`src/hdl/mag_pkg.sv`:
```
`default_nettype none
// ----------------------------------------------------------------------------
// mag_pkg
// Shared types, constants and helpers of the multicolor ant grid step block.
// ----------------------------------------------------------------------------
package mag_pkg;

    // Grid and rule sizing
    localparam int GRID_SIDE  = 256;
    localparam int NUM_SHADES = 16;
    localparam int CELL_DEPTH = GRID_SIDE * GRID_SIDE;
    localparam int CELL_AW    = $clog2(CELL_DEPTH);
    localparam int DIM_LIM    = (GRID_SIDE < 256) ? GRID_SIDE : 256;

    // Field widths
    localparam int KIND_W  = 3;
    localparam int COORD_W = 8;
    localparam int DIM_W   = 9;
    localparam int SHADE_W = 4;
    localparam int TURN_W  = 2;
    localparam int HEAD_W  = 2;
    localparam int STAT_W  = 2;
    localparam int RULES   = 1 << SHADE_W;

    // Configuration register file
    localparam int APB_AW = 3;
    localparam int APB_DW = 32;
    localparam logic REG_GRID_WIDTH  = 1'b0;
    localparam logic REG_GRID_HEIGHT = 1'b1;

    // Item kinds
    typedef enum logic [KIND_W-1:0] {
        KIND_STEP  = 3'd0,
        KIND_LOAD  = 3'd1,
        KIND_WRITE = 3'd2,
        KIND_PLACE = 3'd3,
        KIND_READ  = 3'd4
    } kind_t;

    // Result status codes
    typedef enum logic [STAT_W-1:0] {
        STAT_OK     = 2'd0,
        STAT_EDGE   = 2'd1,
        STAT_NORULE = 2'd2
    } status_t;

    // Rule turn codes
    localparam logic [TURN_W-1:0] TURN_OFF = 2'd3;

    // Headings
    typedef enum logic [HEAD_W-1:0] {
        HEAD_N    = 2'd0,
        HEAD_E    = 2'd1,
        HEAD_S    = 2'd2,
        HEAD_WEST = 2'd3
    } heading_t;

    // Control sequencer states
    typedef enum logic [1:0] {
        S_CLEAR,
        S_IDLE,
        S_EXEC
    } state_t;

    // Effective grid size in use
    typedef struct packed {
        logic [DIM_W-1:0] eff_w;
        logic [DIM_W-1:0] eff_h;
    } dims_t;

    // Cell memory request
    typedef struct packed {
        logic               we;
        logic [CELL_AW-1:0] addr;
        logic [SHADE_W-1:0] wdata;
    } mem_req_t;

    // Linear cell address of a row and column
    function automatic logic [CELL_AW-1:0] cell_addr(
        input logic [COORD_W-1:0] r,
        input logic [COORD_W-1:0] c
    );
        logic [31:0] idx;
        idx = 32'(r) * 32'(GRID_SIDE) + 32'(c);
        return idx[CELL_AW-1:0];
    endfunction

endpackage
`default_nettype wire

```
`src/hdl/mag_cfg.sv`:
```
`default_nettype none
// ----------------------------------------------------------------------------
// mag_cfg
// APB register file for the grid size; derives the clamped size in use.
// ----------------------------------------------------------------------------
module mag_cfg (
    input  wire logic                           clk,
    input  wire logic                           rst_n,
    input  wire logic                           psel,
    input  wire logic                           penable,
    input  wire logic                           pwrite,
    input  wire logic [mag_pkg::APB_AW-1:0]     paddr,
    input  wire logic [mag_pkg::APB_DW-1:0]     pwdata,
    output logic      [mag_pkg::APB_DW-1:0]     prdata,
    output logic                                pready,
    output mag_pkg::dims_t                      dims
);
    import mag_pkg::*;

    logic [DIM_W-1:0] width_reg;
    logic [DIM_W-1:0] width_next;
    logic [DIM_W-1:0] height_reg;
    logic [DIM_W-1:0] height_next;
    logic             wr_en;
    logic             reg_sel;

    assign pready  = 1'b1;
    assign wr_en   = psel && penable && pwrite;
    assign reg_sel = paddr[2];

    // Register write decode
    always_comb
    begin
        width_next  = width_reg;
        height_next = height_reg;
        if (wr_en)
        begin
            unique case (reg_sel)
                REG_GRID_WIDTH:  width_next  = pwdata[DIM_W-1:0];
                REG_GRID_HEIGHT: height_next = pwdata[DIM_W-1:0];
                default:         width_next  = width_reg;
            endcase
        end
    end

    always_ff @(posedge clk or negedge rst_n)
    begin
        if (!rst_n)
        begin
            width_reg  <= DIM_W'(256);
            height_reg <= DIM_W'(256);
        end
        else
        begin
            width_reg  <= width_next;
            height_reg <= height_next;
        end
    end

    // Read back
    always_comb
    begin
        unique case (reg_sel)
            REG_GRID_WIDTH:  prdata = APB_DW'(width_reg);
            REG_GRID_HEIGHT: prdata = APB_DW'(height_reg);
            default:         prdata = '0;
        endcase
    end

    // Clamp to 1..DIM_LIM
    always_comb
    begin
        if (width_reg == '0)
            dims.eff_w = DIM_W'(1);
        else if (width_reg > DIM_W'(DIM_LIM))
            dims.eff_w = DIM_W'(DIM_LIM);
        else
            dims.eff_w = width_reg;

        if (height_reg == '0)
            dims.eff_h = DIM_W'(1);
        else if (height_reg > DIM_W'(DIM_LIM))
            dims.eff_h = DIM_W'(DIM_LIM);
        else
            dims.eff_h = height_reg;
    end

endmodule
`default_nettype wire

```
`config.mk`:
```
export PLATFORM = sky130hd
export DESIGN_NAME = mag_cfg
export DESIGN_NICKNAME = d
export VERILOG_FILES = /design/src/hdl/mag_pkg.sv /design/src/hdl/mag_cfg.sv
export SDC_FILE = /design/constraint.sdc
export NUM_CORES = 1
export LEC_CHECK = 0
export ABC_AREA = 1
export BUFFER_PORTS_ARGS = -buffer_cell sky130_fd_sc_hd__buf_2
export CAP_MARGIN = 25
export CORE_UTILIZATION = 35
export CTS_CLUSTER_SIZE = 12
export DETAILED_ROUTE_END_ITERATION = 16
export PLACE_DENSITY = 0.8
export SYNTH_ARGS = -nofsm -noshare
export SYNTH_HDL_FRONTEND = slang
export SYNTH_SLANG_ARGS = --single-unit
```
`constraint.sdc`:
```
create_clock -name clk -period 1.4 [get_ports clk]
set_clock_uncertainty 0.05 [all_clocks]
set_input_delay 0.14 -clock clk [delete_from_list [all_inputs] [get_ports clk]]
set_output_delay 0.14 -clock clk [all_outputs]
set_load 0.05 [all_outputs]
```
== After elaboration in Yosys (flattened, before gate mapping) ==
Index checks and enable logic that the tools add are counted.
Storage, ports and cells
  flip-flop bits (word level): 18
  bits in latches: 0
  RAM bits: 0
  memory bits (read-only): 0
  bits of input ports: 40
  output and inout port bits: 51
  logic and storage cells: 16
  memories kept: 0
Operators by class
  add/subtract/negate cells: 0
  multipliers: 0
  divide/modulo/power cells: 0
  magnitude comparators: 2
  equal/unequal tests: 0
  shift-type cells: 0
  muxes and demuxes: 5
  bitwise gates (word level): 1
  reductions and logical operators: 6
Operator list (number)
  $pmux W32 S2: 1
  $mux W9: 4
  $gt A9 B9 Y1 const B: 2
  $logic_not A9 Y1: 2
  $reduce_and A2 Y1: 2
  $logic_and A1 B1 Y1: 2
  $not A1 Y1: 1

== Depth between registers and ports, before layout ==
  depth after elaboration: 3
  depth in mapped cells: 6
  depth with buffers taken out: 5

== Least setup slack after synthesis ==
Ideal clock, no wire load.
  path type: register -> output
  start: register width_reg[8]
  end: output prdata[8] (netlist bit)
  arrival time: 1.650 ns
  data required time: 1.210 ns
  setup slack: -0.440 ns
  cell stages (with the launch flop): 3
  buffers on the path: 0
  path through: dfstp_2 -> inv_1 -> o21ai_0
Between the ends
  word-level cells in the longest chain between the ends: 1
Ends and longest elaborated chain
  start: declaration: RTL line mag_cfg.sv:20  | logic [DIM_W-1:0] width_reg;
  start signal: assignment: RTL line mag_cfg.sv:55  | width_reg <= width_next;
  $pmux W32 S2: RTL line mag_cfg.sv:63  | unique case (reg_sel)
  end: declaration: RTL line mag_cfg.sv:14  | output logic [mag_pkg::APB_DW-1:0] prdata,
Every way passes these cells. The select of a mux whose other input is x is not followed.

==> Implementation_results.wiki <==
{| class="wikitable"
! Metric !! Value
|-
| Area growth, synth to finish || 41.0%
|-
| Placer congestion estimate || roughly 0.74
|-
| Cell-by-cell listing of the critical path || nor2_2 -> nand2_2 -> o21ai_4 -> buf_6 -> nand2_2 -> nand2_2 -> buf_8
|-
| Root Driver || clkbuf_4
|-
| Detailed-router iteration count before antenna repair || 4
|-
| TritonCTS clock tree || built
|-
| Failing checks || negative setup slack
|-
| Kind of path behind the tightest hold check || input pin to register
|-
| Number of synthesized register bits || 18
|-
| Vertical die dimension || 60.5 µm
|-
| Number of nets in the layout || roughly 260
|-
| Largest fanout on the critical path || 2
|-
| Count of different cell masters after synthesis || 18
|-
| Number of DRC markers in iteration 0 || 38
|-
| Post-layout min period || 1680 ps
|-
| Maximum clock path buffer count || 2
|-
| Port bufs || 41
|-
| Max incr delay on CP || 400 ps
|-
| Max Fclk || 0.594 GHz
|-
| Total negative slack || -4040 ps
|-
| Number of cells produced by synthesis || roughly 160
|-
| Total vias in the final route || approximately 1100
|-
| Total of max-cap violations || 0
|-
| Total power divided by cell area || 1580 nW/µm²
|-
| Hold violation count in the final report || 0
|-
| Warnings, synthesis || 0
|-
| Clk sinks || 18
|-
| Maximum VDD drop || 0.000723 V
|-
| Final design instance area without fill || 1690 µm²
|-
| Synth top area cells || dfrtp_1, buf_4, o21ai_0
|-
| Final worst-path setup slack || -283 ps
|-
| Total CTS buffers || 3
|-
| Seq/Total Area, Yosys || 0.379
|-
| Area fraction of the dominant cell type after synthesis || 0.335
|-
| Critical Path Sink Type || output pin
|-
| Die outline area || around 3700 µm²
|-
| Post-detailed-placement half-perimeter wirelength || 1.95 mm
|-
| Result of the run || finished, violations left
|-
| Minimum hold slack || 17.7 ps
|-
| Core area || 3150 µm²
|-
| Setup Viol. Count Final || 18
|-
| Via density per instance || 4.27
|-
| Critical path's slowest cell || dfrtp_1
|-
| Placed inst area || around 1400 µm²
|-
| Total GRT Usage || 0.144
|-
| Slew Limit Fails || 0
|-
| Largest area contributor in the netlist || dfrtp_1
|-
| Global-route wire length before repair || 3.86 mm
|-
| Residual DRC count || 0
|-
| Number of antenna violations at the first check in global routing || 0
|-
| Family of cells with the greatest summed delay on the critical path || flip-flops
|-
| Latest clock arrival within the worst-skew pair || 290 ps
|-
| Global route overflow || 0
|-
| Die X || 60.5 µm
|-
| Post-synthesis instance area || 1200 µm²
|-
| Syn Area/Cell || 7.29 µm²
|-
| Maximum number of pins on one net before global-route repair || 21
|-
| Detailed-route wire length per cell || a little over 10 µm
|-
| Overall Power || 0.00267 W
|-
| Setup repair after global routing missed its margin || yes
|-
| Number of H-tree levels || 1
|-
| CP most frequent cell || nand2_2
|-
| Endpoint arrival time on the critical path || 1490 ps
|-
| Leak Pwr || 0.853 nW
|-
| Effective utilization at floorplan || 0.379
|-
| Top-level port count || 91
|-
| Routed Antenna Nets || 0
|-
| Share of post-route cells with drive strength above 1 || 0.449
|-
| CTS clock-pin slew for the worst setup and hold paths || 100 ps
|-
| Type of the setup path with the least slack || register to output pin
|-
| Number of antenna cells inserted || 0
|-
| Share of the clock period used by the worst path || 1.20
|-
| Endpoint required time on the critical path || 1210 ps
|-
| Via count of the first global-routing pass || approximately 950
|-
| Count of standard-cell rows || 20
|-
| Total routed wirelength || 2.69 mm
|-
| Buffers plus inverters on the worst setup path || 2
|-
| Startpoint class of the critical path || register
|}
-- power breakdown --
| group | switching [W] | internal [W] | total (W) |
|---|---|---|---|
| combinational | 0.00115 | 0.000558 | 0.00171 |
| clock | 0.000154 | 0.000100 | 0.000254 |
| sequential | 0.0000686 | 0.000636 | 0.000705 |
-- cell usage after synthesis --
cell type and n:
buf_2 1, buf_4 24, buf_6 2, buf_8 1
clkbuf_1 2, conb_1 2, dfrtp_1 16, dfstp_2 2
inv_1 19, inv_4 1, nand2_1 36, nand2_2 2
nand3_2 1, nor2_1 24, nor2_4 1, nor2_8 1
o21ai_0 28, o21ai_2 1
-- layout by cell type (no fill, tap or decap), drive strengths merged --
cell and n:
dlygate4sd3 1, clkbuf 3, buf 56, nand2 38, conb 24, nor2 26, nand3 1, o21ai 29
inv 20, dfrtp 16, dfstp 2
-- metrics by stage --
stage	cells	utilization	worst slack (ps)
global placement	253	0.444	-95.1
floorplan	186	-	-304
finish	260	0.535	-283
detailed placement	253	0.444	-115
CTS	257	0.502	-248
global route	260	0.535	-358
-- cell families after synthesis --
group / count (synthesis) / share of synthesized area
AO/OA/AOI/OAI: 29 / 0.124
flip-flops: 18 / 0.379
buffers and inverters: 50 / 0.257
other: 2 / 0.00628
AND/OR/NAND/NOR: 65 / 0.233
-- final timing paths --
| check | startpoint | to | slack, ps | depth (start not counted) |
|---|---|---|---|---|
| worst max-delay path | height_reg[7]$_DFFE_PN0P_ | dims[0] | -280 | 7 |
| worst min-delay path | pwdata[1] | height_reg[1]$_DFFE_PN0P_ | 20 | 3 |
| worst max register to register | height_reg[8]$_DFFE_PN1P_ | height_reg[8]$_DFFE_PN1P_ | 450 | 2 |
| worst min register to register | width_reg[8]$_DFFE_PN1P_ | width_reg[8]$_DFFE_PN1P_ | 500 | 2 |
| max in group asynchronous | rst_n | width_reg[8]$_DFFE_PN1P_ | 750 | 2 |
| min in group asynchronous | rst_n | width_reg[3]$_DFFE_PN0P_ | 240 | 2 |
-- per-layer routing --
metal  up-vias  wire, µm  global-route usage
met5         -         0                   0
met4         0        91              0.0682
met3        11       170              0.0362
met2        43      1300               0.239
met1       499      1130               0.175
li1        557         -                   -
-- tightest hold or removal path: cells and delay by family --
family | cells | cell delay, ps
AO/OA/AOI/OAI | 1 | 40
buffers and inverters | 1 | 100
AND/OR/NAND/NOR | 1 | 50
-- area by class of cell --
type | count | area, µm²
clock buffer | 3 | 22.5
fill | 303 | 1470
inverter | 20 | 82.6
multi-input combinational | 118 | 597
sequential | 18 | 453
tap | 44 | 55.1
timing repair buffer | 57 | 477
-- repair_timing --
item                                    4_1_cts  5_1_grt
hold buffers                                  1        0
gates resized for setup                      55       34
pin swaps                                     1       10
endpoints found under the setup margin       17       24
setup buffers                                 0        3
endpoints found under the hold margin        16        0
No activity file was read; power rests on OpenSTA's default activity.
