==> src/hdl/mag_pkg.sv <==
`default_nettype none
// ----------------------------------------------------------------------------
// mag_pkg
// Shared types, constants and helpers of the multicolor ant grid step block.
// ----------------------------------------------------------------------------
package mag_pkg;

    // Grid and rule sizing
    localparam int GRID_SIDE  = 256;
    localparam int NUM_SHADES = 16;
    localparam int CELL_DEPTH = GRID_SIDE * GRID_SIDE;
    localparam int CELL_AW    = $clog2(CELL_DEPTH);
    localparam int DIM_LIM    = (GRID_SIDE < 256) ? GRID_SIDE : 256;

    // Field widths
    localparam int KIND_W  = 3;
    localparam int COORD_W = 8;
    localparam int DIM_W   = 9;
    localparam int SHADE_W = 4;
    localparam int TURN_W  = 2;
    localparam int HEAD_W  = 2;
    localparam int STAT_W  = 2;
    localparam int RULES   = 1 << SHADE_W;

    // Configuration register file
    localparam int APB_AW = 3;
    localparam int APB_DW = 32;
    localparam logic REG_GRID_WIDTH  = 1'b0;
    localparam logic REG_GRID_HEIGHT = 1'b1;

    // Item kinds
    typedef enum logic [KIND_W-1:0] {
        KIND_STEP  = 3'd0,
        KIND_LOAD  = 3'd1,
        KIND_WRITE = 3'd2,
        KIND_PLACE = 3'd3,
        KIND_READ  = 3'd4
    } kind_t;

    // Result status codes
    typedef enum logic [STAT_W-1:0] {
        STAT_OK     = 2'd0,
        STAT_EDGE   = 2'd1,
        STAT_NORULE = 2'd2
    } status_t;

    // Rule turn codes
    localparam logic [TURN_W-1:0] TURN_OFF = 2'd3;

    // Headings
    typedef enum logic [HEAD_W-1:0] {
        HEAD_N    = 2'd0,
        HEAD_E    = 2'd1,
        HEAD_S    = 2'd2,
        HEAD_WEST = 2'd3
    } heading_t;

    // Control sequencer states
    typedef enum logic [1:0] {
        S_CLEAR,
        S_IDLE,
        S_EXEC
    } state_t;

    // Effective grid size in use
    typedef struct packed {
        logic [DIM_W-1:0] eff_w;
        logic [DIM_W-1:0] eff_h;
    } dims_t;

    // Cell memory request
    typedef struct packed {
        logic               we;
        logic [CELL_AW-1:0] addr;
        logic [SHADE_W-1:0] wdata;
    } mem_req_t;

    // Linear cell address of a row and column
    function automatic logic [CELL_AW-1:0] cell_addr(
        input logic [COORD_W-1:0] r,
        input logic [COORD_W-1:0] c
    );
        logic [31:0] idx;
        idx = 32'(r) * 32'(GRID_SIDE) + 32'(c);
        return idx[CELL_AW-1:0];
    endfunction

endpackage
`default_nettype wire

==> src/hdl/mag_ctrl.sv <==
`default_nettype none
// ----------------------------------------------------------------------------
// mag_ctrl
// Item sequencer: rule file, ant state, cell memory access and result word.
// ----------------------------------------------------------------------------
module mag_ctrl (
    input  wire logic                          clk,
    input  wire logic                          rst_n,
    // input words
    input  wire logic                          in_valid,
    output logic                               in_stall,
    input  wire logic [mag_pkg::KIND_W-1:0]    kind,
    input  wire logic [mag_pkg::COORD_W-1:0]   row,
    input  wire logic [mag_pkg::COORD_W-1:0]   col,
    input  wire logic [mag_pkg::SHADE_W-1:0]   shade,
    input  wire logic [mag_pkg::SHADE_W-1:0]   new_shade,
    input  wire logic [mag_pkg::TURN_W-1:0]    turn,
    input  wire logic [mag_pkg::HEAD_W-1:0]    heading,
    // result words
    output logic                               out_valid,
    input  wire logic                          out_stall,
    output logic      [mag_pkg::STAT_W-1:0]    status,
    output logic      [mag_pkg::COORD_W-1:0]   ant_row_out,
    output logic      [mag_pkg::COORD_W-1:0]   ant_col_out,
    output logic      [mag_pkg::HEAD_W-1:0]    ant_heading_out,
    output logic      [mag_pkg::SHADE_W-1:0]   read_shade,
    // grid size and cell memory
    input  wire mag_pkg::dims_t                dims,
    output mag_pkg::mem_req_t                  mem_req,
    input  wire logic [mag_pkg::SHADE_W-1:0]   mem_rdata
);
    import mag_pkg::*;

    localparam logic [CELL_AW-1:0] CLR_LAST = CELL_AW'(CELL_DEPTH - 1);

    state_t             state_reg;
    state_t             state_next;
    logic [CELL_AW-1:0] clr_cnt_reg;
    logic [CELL_AW-1:0] clr_cnt_next;
    logic               is_read_reg;
    logic               is_read_next;

    // rule file
    logic               rule_vld_reg  [RULES];
    logic [TURN_W-1:0]  rule_turn_reg [RULES];
    logic [SHADE_W-1:0] rule_repl_reg [RULES];
    logic               rule_we;

    // ant
    logic [COORD_W-1:0] ant_row_reg;
    logic [COORD_W-1:0] ant_row_next;
    logic [COORD_W-1:0] ant_col_reg;
    logic [COORD_W-1:0] ant_col_next;
    logic [HEAD_W-1:0]  ant_head_reg;
    logic [HEAD_W-1:0]  ant_head_next;

    // result register
    logic               out_valid_reg;
    logic               out_valid_next;
    logic [STAT_W-1:0]  status_reg;
    logic [STAT_W-1:0]  status_next;
    logic [SHADE_W-1:0] rd_reg;
    logic [SHADE_W-1:0] rd_next;
    logic [COORD_W-1:0] out_row_reg;
    logic [COORD_W-1:0] out_col_reg;
    logic [HEAD_W-1:0]  out_head_reg;
    logic               out_load;

    // helpers
    logic               in_fire;
    logic               out_free;
    logic               in_inside;
    logic               needs_read;
    logic               shade_ok;
    logic               new_shade_ok;
    logic [CELL_AW-1:0] ant_addr;
    logic [CELL_AW-1:0] in_addr;
    logic [HEAD_W-1:0]  step_head;
    logic [DIM_W-1:0]   nr9;
    logic [DIM_W-1:0]   nc9;
    logic               step_ok;

    assign out_free     = !out_valid_reg || !out_stall;
    assign in_fire      = in_valid && !in_stall;
    assign in_inside    = ({1'b0, row} < dims.eff_h) && ({1'b0, col} < dims.eff_w);
    assign needs_read   = (kind == KIND_STEP) || ((kind == KIND_READ) && in_inside);
    assign shade_ok     = 32'(shade) < NUM_SHADES;
    assign new_shade_ok = 32'(new_shade) < NUM_SHADES;
    assign ant_addr     = cell_addr(ant_row_reg, ant_col_reg);
    assign in_addr      = cell_addr(row, col);

    // Step datapath: rule lookup, turn, target cell
    assign step_ok   = (32'(mem_rdata) < NUM_SHADES) && rule_vld_reg[mem_rdata];
    assign step_head = ant_head_reg + HEAD_W'(3) + rule_turn_reg[mem_rdata];
    always_comb
    begin
        nr9 = {1'b0, ant_row_reg};
        nc9 = {1'b0, ant_col_reg};
        unique case (step_head)
            HEAD_N:    nr9 = {1'b0, ant_row_reg} - DIM_W'(1);
            HEAD_E:    nc9 = {1'b0, ant_col_reg} + DIM_W'(1);
            HEAD_S:    nr9 = {1'b0, ant_row_reg} + DIM_W'(1);
            HEAD_WEST: nc9 = {1'b0, ant_col_reg} - DIM_W'(1);
            default:   nr9 = {1'b0, ant_row_reg};
        endcase
    end

    // Next state
    always_comb
    begin
        state_next = state_reg;
        unique case (state_reg)
            S_CLEAR: if (clr_cnt_reg == CLR_LAST) state_next = S_IDLE;
            S_IDLE:  if (in_fire && needs_read) state_next = S_EXEC;
            S_EXEC:  state_next = S_IDLE;
            default: state_next = S_CLEAR;
        endcase
    end

    // Outputs and datapath control
    always_comb
    begin
        in_stall      = 1'b1;
        mem_req.we    = 1'b0;
        mem_req.addr  = ant_addr;
        mem_req.wdata = '0;
        clr_cnt_next  = clr_cnt_reg;
        is_read_next  = is_read_reg;
        rule_we       = 1'b0;
        ant_row_next  = ant_row_reg;
        ant_col_next  = ant_col_reg;
        ant_head_next = ant_head_reg;
        status_next   = STAT_OK;
        rd_next       = '0;
        out_load      = 1'b0;

        unique case (state_reg)
            S_CLEAR:
            begin
                mem_req.we   = 1'b1;
                mem_req.addr = clr_cnt_reg;
                clr_cnt_next = clr_cnt_reg + CELL_AW'(1);
            end
            S_IDLE:
            begin
                in_stall = !out_free;
                if (in_fire)
                begin
                    is_read_next = (kind == KIND_READ);
                    unique case (kind)
                        KIND_STEP:
                        begin
                            mem_req.addr = ant_addr;
                        end
                        KIND_LOAD:
                        begin
                            out_load = 1'b1;
                            if (!shade_ok || !new_shade_ok)
                                status_next = STAT_NORULE;
                            else
                                rule_we = 1'b1;
                        end
                        KIND_WRITE:
                        begin
                            out_load = 1'b1;
                            if (!shade_ok)
                                status_next = STAT_NORULE;
                            else if (!in_inside)
                                status_next = STAT_EDGE;
                            else
                            begin
                                mem_req.we    = 1'b1;
                                mem_req.addr  = in_addr;
                                mem_req.wdata = shade;
                            end
                        end
                        KIND_PLACE:
                        begin
                            out_load = 1'b1;
                            if (!in_inside)
                                status_next = STAT_EDGE;
                            else
                            begin
                                ant_row_next  = row;
                                ant_col_next  = col;
                                ant_head_next = heading;
                            end
                        end
                        KIND_READ:
                        begin
                            mem_req.addr = in_addr;
                            if (!in_inside)
                            begin
                                out_load    = 1'b1;
                                status_next = STAT_EDGE;
                            end
                        end
                        default:
                        begin
                            out_load = 1'b1;
                        end
                    endcase
                end
            end
            S_EXEC:
            begin
                out_load = 1'b1;
                if (is_read_reg)
                    rd_next = mem_rdata;
                else if (!step_ok)
                    status_next = STAT_NORULE;
                else
                begin
                    ant_head_next = step_head;
                    mem_req.we    = 1'b1;
                    mem_req.addr  = ant_addr;
                    mem_req.wdata = rule_repl_reg[mem_rdata];
                    if ((nr9 < dims.eff_h) && (nc9 < dims.eff_w))
                    begin
                        ant_row_next = nr9[COORD_W-1:0];
                        ant_col_next = nc9[COORD_W-1:0];
                    end
                    else
                        status_next = STAT_EDGE;
                end
            end
            default:
            begin
                in_stall = 1'b1;
            end
        endcase
    end

    // Result handshake
    always_comb
    begin
        if (out_load)
            out_valid_next = 1'b1;
        else if (out_stall)
            out_valid_next = out_valid_reg;
        else
            out_valid_next = 1'b0;
    end

    // Control and ant registers
    always_ff @(posedge clk or negedge rst_n)
    begin
        if (!rst_n)
        begin
            state_reg     <= S_CLEAR;
            clr_cnt_reg   <= '0;
            is_read_reg   <= 1'b0;
            out_valid_reg <= 1'b0;
            ant_row_reg   <= '0;
            ant_col_reg   <= '0;
            ant_head_reg  <= HEAD_N;
        end
        else
        begin
            state_reg     <= state_next;
            clr_cnt_reg   <= clr_cnt_next;
            is_read_reg   <= is_read_next;
            out_valid_reg <= out_valid_next;
            ant_row_reg   <= ant_row_next;
            ant_col_reg   <= ant_col_next;
            ant_head_reg  <= ant_head_next;
        end
    end

    // Rule file; a turn of three clears the rule
    always_ff @(posedge clk or negedge rst_n)
    begin
        if (!rst_n)
        begin
            for (int i = 0; i < RULES; i++)
            begin
                rule_vld_reg[i] <= 1'b0;
            end
        end
        else if (rule_we)
        begin
            rule_vld_reg[shade] <= (turn != TURN_OFF);
        end
    end

    always_ff @(posedge clk)
    begin
        if (rule_we)
        begin
            rule_turn_reg[shade] <= (turn != TURN_OFF) ? turn : '0;
            rule_repl_reg[shade] <= new_shade;
        end
    end

    // Result word payload
    always_ff @(posedge clk)
    begin
        if (out_load)
        begin
            status_reg   <= status_next;
            rd_reg       <= rd_next;
            out_row_reg  <= ant_row_next;
            out_col_reg  <= ant_col_next;
            out_head_reg <= ant_head_next;
        end
    end

    assign out_valid       = out_valid_reg;
    assign status          = status_reg;
    assign read_shade      = rd_reg;
    assign ant_row_out     = out_row_reg;
    assign ant_col_out     = out_col_reg;
    assign ant_heading_out = out_head_reg;

endmodule
`default_nettype wire

==> config.mk <==
export PLATFORM = sky130hd
export DESIGN_NAME = mag_ctrl
export DESIGN_NICKNAME = d
export VERILOG_FILES = /design/src/hdl/mag_pkg.sv /design/src/hdl/mag_ctrl.sv
export SDC_FILE = /design/constraint.sdc
export NUM_CORES = 1
export LEC_CHECK = 0
export ABC_AREA = 1
export BUFFER_PORTS_ARGS = -buffer_cell sky130_fd_sc_hd__buf_2
export CORE_ASPECT_RATIO = 1.25
export CORE_MARGIN = 1
export CORE_UTILIZATION = 37
export CTS_CLUSTER_SIZE = 20
export DETAILED_ROUTE_END_ITERATION = 6
export PLACE_DENSITY = 0.51
export SYNTH_ARGS = -nofsm -noshare
export SYNTH_HDL_FRONTEND = slang
export SYNTH_SLANG_ARGS = --single-unit
==> constraint.sdc <==
create_clock -name clk -period 5.57 [get_ports clk]
set_clock_uncertainty 0.05 [all_clocks]
set_input_delay 0.2785 -clock clk [delete_from_list [all_inputs] [get_ports clk]]
set_output_delay 0.2785 -clock clk [all_outputs]
set_load 0.05 [all_outputs]
### Yosys cells after proc, flatten, opt, wreduce, memory -nomap -nowiden

Memory sizes are Yosys's and may differ from the RTL's.
Cells that the tools add are included.

| cells by class | value |
|---|---|
| reduce and logical (&&, ||, !) cells | 19 |
| bitwise gates (word level) | 2 |
| multiplexer cells | 60 |
| order comparisons | 7 |
| add/sub/neg operators | 9 |
| equality and inequality tests | 14 |

Operators by type and width:

| cell | count |
|---|---|
| two-way mux 8 bit | 12 |
| two-way mux 21 bit | 4 |
| one-hot mux 17 bit (3 select lines) | 1 |
| one-hot mux 9 bit (2 select lines) | 2 |
| adder 16 x 8 -> 16 bit | 2 |
| one-hot mux 16 bit (2 select lines) | 1 |
| one-hot mux 8 bit (2 select lines) | 2 |
| two-way mux 2 bit | 10 |
| adder 8 x 1 -> 9 bit (second input constant) | 2 |
| less-than comparator 8 x 9 -> 1 bit | 2 |
| less-than comparator 9 bit | 2 |
| two-way mux 1 bit | 18 |
| subtractor 8 x 1 -> 9 bit (second input constant) | 2 |
| adder 16 x 1 -> 16 bit (second input constant) | 1 |
| bitwise mux 16 bit | 1 |
| == test 16 bit (second input constant) | 1 |
| greater-or-equal comparator 5 bit (second input constant) | 2 |
| NOT 4 -> 5 bit | 2 |
| one-hot mux 2 bit (2 select lines) | 2 |
| one-hot mux 4 bit (2 select lines) | 1 |
| == test 2 bit (second input constant) | 3 |
| == test 3 x 2 -> 1 bit (second input constant) | 2 |
| logical AND 1 bit | 6 |
| != test 2 bit (second input constant) | 3 |
| 18 further kinds | 27 |

| word-level totals | value |
|---|---|
| bits in registers | 78 |
| memory bits (writable) | 96 |
| word-level logic and storage cells | 141 |
| memories kept | 2 |
| bits of input ports | 57 |

Memory list:

| name | depth | bits a word | rd ports | clocked after Yosys merged registers in | wr ports | RTL line | RTL |
|---|---|---|---|---|---|---|---|
| rule_repl_reg | 16 | 4 | 1 | 0 | 1 | mag_ctrl.sv:46 | `logic [SHADE_W-1:0] rule_repl_reg [RULES];` |
| rule_turn_reg | 16 | 2 | 1 | 0 | 1 | mag_ctrl.sv:45 | `logic [TURN_W-1:0] rule_turn_reg [RULES];` |

### Longest topological paths before layout

| depth | value |
|---|---|
| word-level depth | 10 |
| mapped depth | 40 |
| depth with buffers taken out | 37 |

### Least setup slack after synthesis

No wires, ideal clock.

| timing path | value |
|---|---|
| path type | input-to-reg |
| from | in mem_rdata[0] (netlist bit) |
| to | reg out_col_reg[2], in the netlist ant_col_out[2] (data pin) |
| data required time | 5242 ps |
| setup time | 278 ps |
| stages | 37 |
| arrival time | 5132 ps |
| path buffers | 3 |
| slack | 110 ps |
| cell sequence | inv_2 > buf_6 > buf_4 > clkbuf_1 > o21ai_0 > o221ai_1 > o211ai_1 > nand2_1 > inv_1 > ha_1 > xor2_1 > inv_1 > nand3_2 > nand3_1 > fa_1 > nand2_1 > inv_1 > o21ai_0 > nand2_1 > nand2_1 > o21ai_0 > inv_1 > nor2_1 > o21ai_0 > nand2_1 > o21ai_0 > a21oi_1 > ha_1 > or2_2 > a221oi_1 > nand3_4 > nor2_8 > inv_2 > nor2_4 > nand2_1 > o21ai_0 > a31oi_1 |

| on the way | value |
|---|---|
| longest elaborated chain between the ends | 10 |
| elaborated cells between the ends (all ways) | 19 |
| classes of those cells | 1 x add/sub; 2 x order compare; 3 x eq/ne; 9 x mux; 1 x bitwise; 2 x reduce/logical; 1 x memory |

RTL lines:

| item | RTL line | RTL |
|---|---|---|
| start: declaration | mag_ctrl.sv:30 | `input wire logic [mag_pkg::SHADE_W-1:0] mem_rdata` |
| memory read (16 x 2 bit) | n/a |  |
| adder 2 bit | mag_ctrl.sv:94 | `assign step_head = ant_head_reg + HEAD_W'(3) + rule_turn_reg[mem_rdata];` |
| == test 2 bit (tied with other cells) | mag_ctrl.sv:99 | `unique case (step_head)` |
| one-hot mux 9 bit (2 select lines) | mag_ctrl.sv:99 |  |
| less-than comparator 9 bit | mag_ctrl.sv:218 | `if ((nr9 < dims.eff_h) && (nc9 < dims.eff_w))` |
| logical AND 1 bit | mag_ctrl.sv:218 |  |
| two-way mux 8 bit | mag_ctrl.sv:218 |  |
| two-way mux 8 bit (*) | mag_ctrl.sv:210 | `else if (!step_ok)` |
| two-way mux 8 bit (*) | mag_ctrl.sv:208 | `if (is_read_reg)` |
| one-hot mux 8 bit (2 select lines) (*) | mag_ctrl.sv:137 | `unique case (state_reg)` |
| via ant_col_next[2] | mag_ctrl.sv:53 | `logic [COORD_W-1:0] ant_col_next;` |
| end signal: assignment | mag_ctrl.sv:303 | `out_col_reg <= ant_col_next;` |
| end: declaration | mag_ctrl.sv:65 | `logic [COORD_W-1:0] out_col_reg;` |

The timed path passes the listed nets; every way through them passes the cells marked *. The select of a mux whose other input is x is not followed.
A chain may end at the register's enable or synchronous reset.

### Worst setup path after layout

| timing path | value |
|---|---|
| from | mem rule_turn_reg[13][0] |
| to | reg out_col_reg[6], in the netlist ant_col_out[6] (data pin) |

| on the way | value |
|---|---|
| longest elaborated chain between the ends | 10 |
| elaborated cells between the ends (all ways) | 15 |
| classes of those cells | 1 x add/sub; 2 x order compare; 3 x eq/ne; 6 x mux; 2 x reduce/logical; 1 x memory |

RTL lines:

| item | RTL line |
|---|---|
| start: declaration | mag_ctrl.sv:45 |
| memory read (16 x 2 bit) (*) | n/a |
| adder 2 bit (*) | mag_ctrl.sv:94 |
| == test 2 bit (tied with other cells) | mag_ctrl.sv:99 |
| one-hot mux 9 bit (2 select lines) | mag_ctrl.sv:99 |
| less-than comparator 9 bit | mag_ctrl.sv:218 |
| logical AND 1 bit | mag_ctrl.sv:218 |
| two-way mux 8 bit (*) | mag_ctrl.sv:218 |
| two-way mux 8 bit (*) | mag_ctrl.sv:210 |
| two-way mux 8 bit (*) | mag_ctrl.sv:208 |
| one-hot mux 8 bit (2 select lines) (*) | mag_ctrl.sv:137 |
| via ant_col_next[6] | mag_ctrl.sv:53 |

The timed path passes the listed nets; every way through them passes the cells marked *.

==> run summary <==
status: completed
Largest delay share family, worst path: simple AND/OR/NAND/NOR gates
Levels on crit path: 33
Fin. Hold Viols: 0
clk sink count: 174
CTS tree: yes
TritonCTS Buffers: 17
Crit path required time: 5.69 ns
GRT Residual Overflow: 0
Cell Count, Final, Fillers Out: 1650
final wirelength: 31500 um
die area: 28500 um2
sw frac: 26.1%
number of buffers added on ports: 103
worst reg2reg startpoint: rule_turn_reg[13][0]
hold slack: 0.165 ns
clock share of power: 40.5%
placed instance count: 1617
R2R Path End: ant_col_out[6]
Via density: 5.36
slowest stage cell on the critical path: fa_1
critical path class: reg -> reg
Buf/Inv on CP: 5
Die Y: 188 um
RSZ-0062 raised after global routing: no
max cap viols: 0
Worst Setup SP: rule_turn_reg[13][0]
period utilisation layout: 90.7%
final max-slew violation count: 0
worst-margin pin slew: 1.02 ns
CTS Root Cell: clkbuf_16
Mapped Area: 10300 um2
VDD IR-drop max: 0.214 mV
Detail Route Antenna Nets: 0
Detailed Routing Iterations Pass 1: 5
Top Ports: 104
GR Util All Layers: 22.5%
post-synthesis sequential area ratio: 48.2%
die width: 151 um
crit path to: ant_col_out[6]
first-pass GRT wire length: 47600 um
Seq pwr share: 47.0%
synth top area cells: edfxtp_1 35%, dfrtp_1 13%, nand2_1 9.0%
1st-iter DRT viols: 591
number of synthesized register bits: 174
Unique masters post-synth: 52
Crit path largest cell delay: 0.40 ns
antenna cells: 0
FF+latch area: 4950 um2
net count after synthesis: 1305
max_slew headroom: 31.7%
fraction of registers with async set/reset: 31.0%
post-route minimum period: 5.05 ns
P_leak: 0.00493 uW
YS warnings: 0
fillers: 2735
Post-CTS Repair Setup Buffers: 0
area leader, netlist: edfxtp_1
initial core utilization: 38.0%
TNS Setup: 0 ns
switching pwr: 766 uW
EDFF count, synth: 120
fmax: 198 MHz
Worst Hold Class: in -> reg
Clock Path Buffers: 2
initial antenna violation count: 1
combinational share of power: 12.5%
vias in the first global route: 8377
largest net degree at the start of global routing: 55
pwr/cell area: 249 nW/um2
via count: 8843
CP startpoint kind: flop
DRC viols: 0
worst-skew pair later-pin latency: 0.43 ns
mean post-synth cell area: 8.56 um2
ys flop type: edfxtp_1
max reg flops: 64
Crit path arrival time: 5.17 ns
Multi-input gate area: 4680 um2
Max FO, Critical Path: 8
Setup-failing EPs final: 0
Core Footprint: 27100 um2
row count: 67
Synth top area share: 35.0%
wire length per cell: 19.1 um
Internal Pwr Total: 2170 uW
Synth Instances: 1201
nets: 1396
layout cell share with drive strength beyond 1: 15.2%
# H-tree levels: 4
worst reg2reg path depth: 33
Worst Setup End Kind: flop
GP Congestion: 0.915
HPWL after DPL: 23300 um
FF-to-FF setup slack: 0.52 ns
area grow syn2layout: 14.6%
CTS clk-pin slew, worst paths: 0.07 ns
[synth_stat cells, types with 3 or more instances]
library cell and n:
nand2_1 247, nor2_1 150, edfxtp_1 120, o21ai_0 113, inv_1 107, a21oi_1 71, dfrtp_1 54, nand3_1 47
ha_1 46, clkbuf_1 40, o211ai_1 25, o22ai_1 20, a31oi_1 19, xor2_1 17, o21a_1 12, o221ai_1 11
nand2_2 9, nand4_1 9, a22oi_1 6, xnor2_1 6, buf_6 5, nand3_2 5, buf_1 4, buf_2 4
inv_2 4, nor3_1 4, o21ai_1 4, a211oi_1 3, nand3_4 3, nor4_1 3, o41ai_1 3, or2_2 3
[placed cells by master, fill, tap and decap left out, types with 25 or more instances in the layout]
cell type	Yosys	routed
o211ai_1	25	25
nand3_1	47	46
buf_2	4	103
nor2_1	150	150
o21ai_0	113	113
dfrtp_1	54	54
nand2_1	247	247
inv_1	107	107
ha_1	46	46
a21oi_1	71	70
edfxtp_1	120	120
[worst min-delay path by stage]
| stage | depth (start not counted) | from | slack [ns] | to |
|---|---|---|---|---|
| after floorplan | 0 | rst_n | -0.07 | ant_col_reg[0] |
| after detailed placement | 1 | rule_vld_reg[6] | 0.43 | rule_vld_reg[6] |
| after global routing | 1 | new_shade[1] | 0.20 | rule_repl_reg[7][1] |
| after CTS | 4 | turn[1] | 0.15 | rule_vld_reg[2] |
| after global placement | 1 | rule_vld_reg[6] | 0.42 | rule_vld_reg[6] |
| final | 4 | turn[1] | 0.17 | rule_vld_reg[2] |
[worst register-to-register path: cells and delay by family, from the launching register on]
kind                       cells  cell delay, ns
AOI/OAI and AO/OA             11            1.41
buffers and inverters          5            0.38
DFF                            1            0.37
and+or+nand+nor               13            1.58
xor gates and xnor gates       1            0.21
adders and majority gates      3            0.75
[through the flow]
| stage | cell area, um2 | utilization [%] | total power [uW] | setup slack [ns] |
|---|---|---|---|---|
| 2_1_floorplan | 10300 | - | 1640 | 0.110 |
| 3_3_place_gp | 11200 | 41.2 | 1770 | 0.169 |
| 3_5_place_dp | 11200 | 41.2 | 1770 | 0.0672 |
| 4_1_cts | 11800 | 43.4 | 2970 | 0.333 |
| 5_1_grt | 11800 | 43.5 | 3060 | 0.0517 |
| 6_report | 11800 | 43.5 | 2940 | 0.516 |
[power by group through the flow]
stage                     Sequential, uW  Combinational, uW  Clock [uW]
after floorplan                     1410                234           0
after global placement              1410                360           0
after detailed placement            1410                363           0
after CTS                           1380                366        1220
after global routing                1380                417        1260
final                               1380                368        1190
[per-layer routing]
metal | global-route usage, % | share of wire (%) | vias up | wire (um)
met5 | 0 | 0.032 | - | 10
met4 | 8.69 | 2.4 | 2 | 762
met2 | 38.7 | 50 | 311 | 15600
met3 | 3.56 | 5.5 | 49 | 1730
met1 | 28.0 | 42 | 4170 | 13400
li1 | - | - | 4311 | -
[cell type report]
type | instances | area share (%)
timing repair buffer | 127 | 5.92
tap | 345 | 3.66
inverter | 114 | 3.69
sequential | 174 | 42.0
multi-input combinational | 858 | 39.7
clock inverter | 15 | 1.36
clock buffer | 17 | 3.61
[timing repair]
item,in CTS,in global routing
hold buffers,1,0
setup endpoints to repair,0,20
resized for setup,0,4
endpoints found under the hold margin,8,0
[kinds of logic (layout without fill, tap and decap cells)]
kind of cell             count (synthesis)  after routing  synth area share, %
buffers and inverters                  169            273                 6.73
AND/OR/NAND/NOR                        491            491                 20.4
XOR/XNOR                                23             23                 1.96
AO/OA/AOI/OAI                          297            297                 16.9
flip-flops                             174            174                 48.2
adder cells (fa/ha/maj)                 47             47                 5.79
Power figures use the tool's default switching activity.
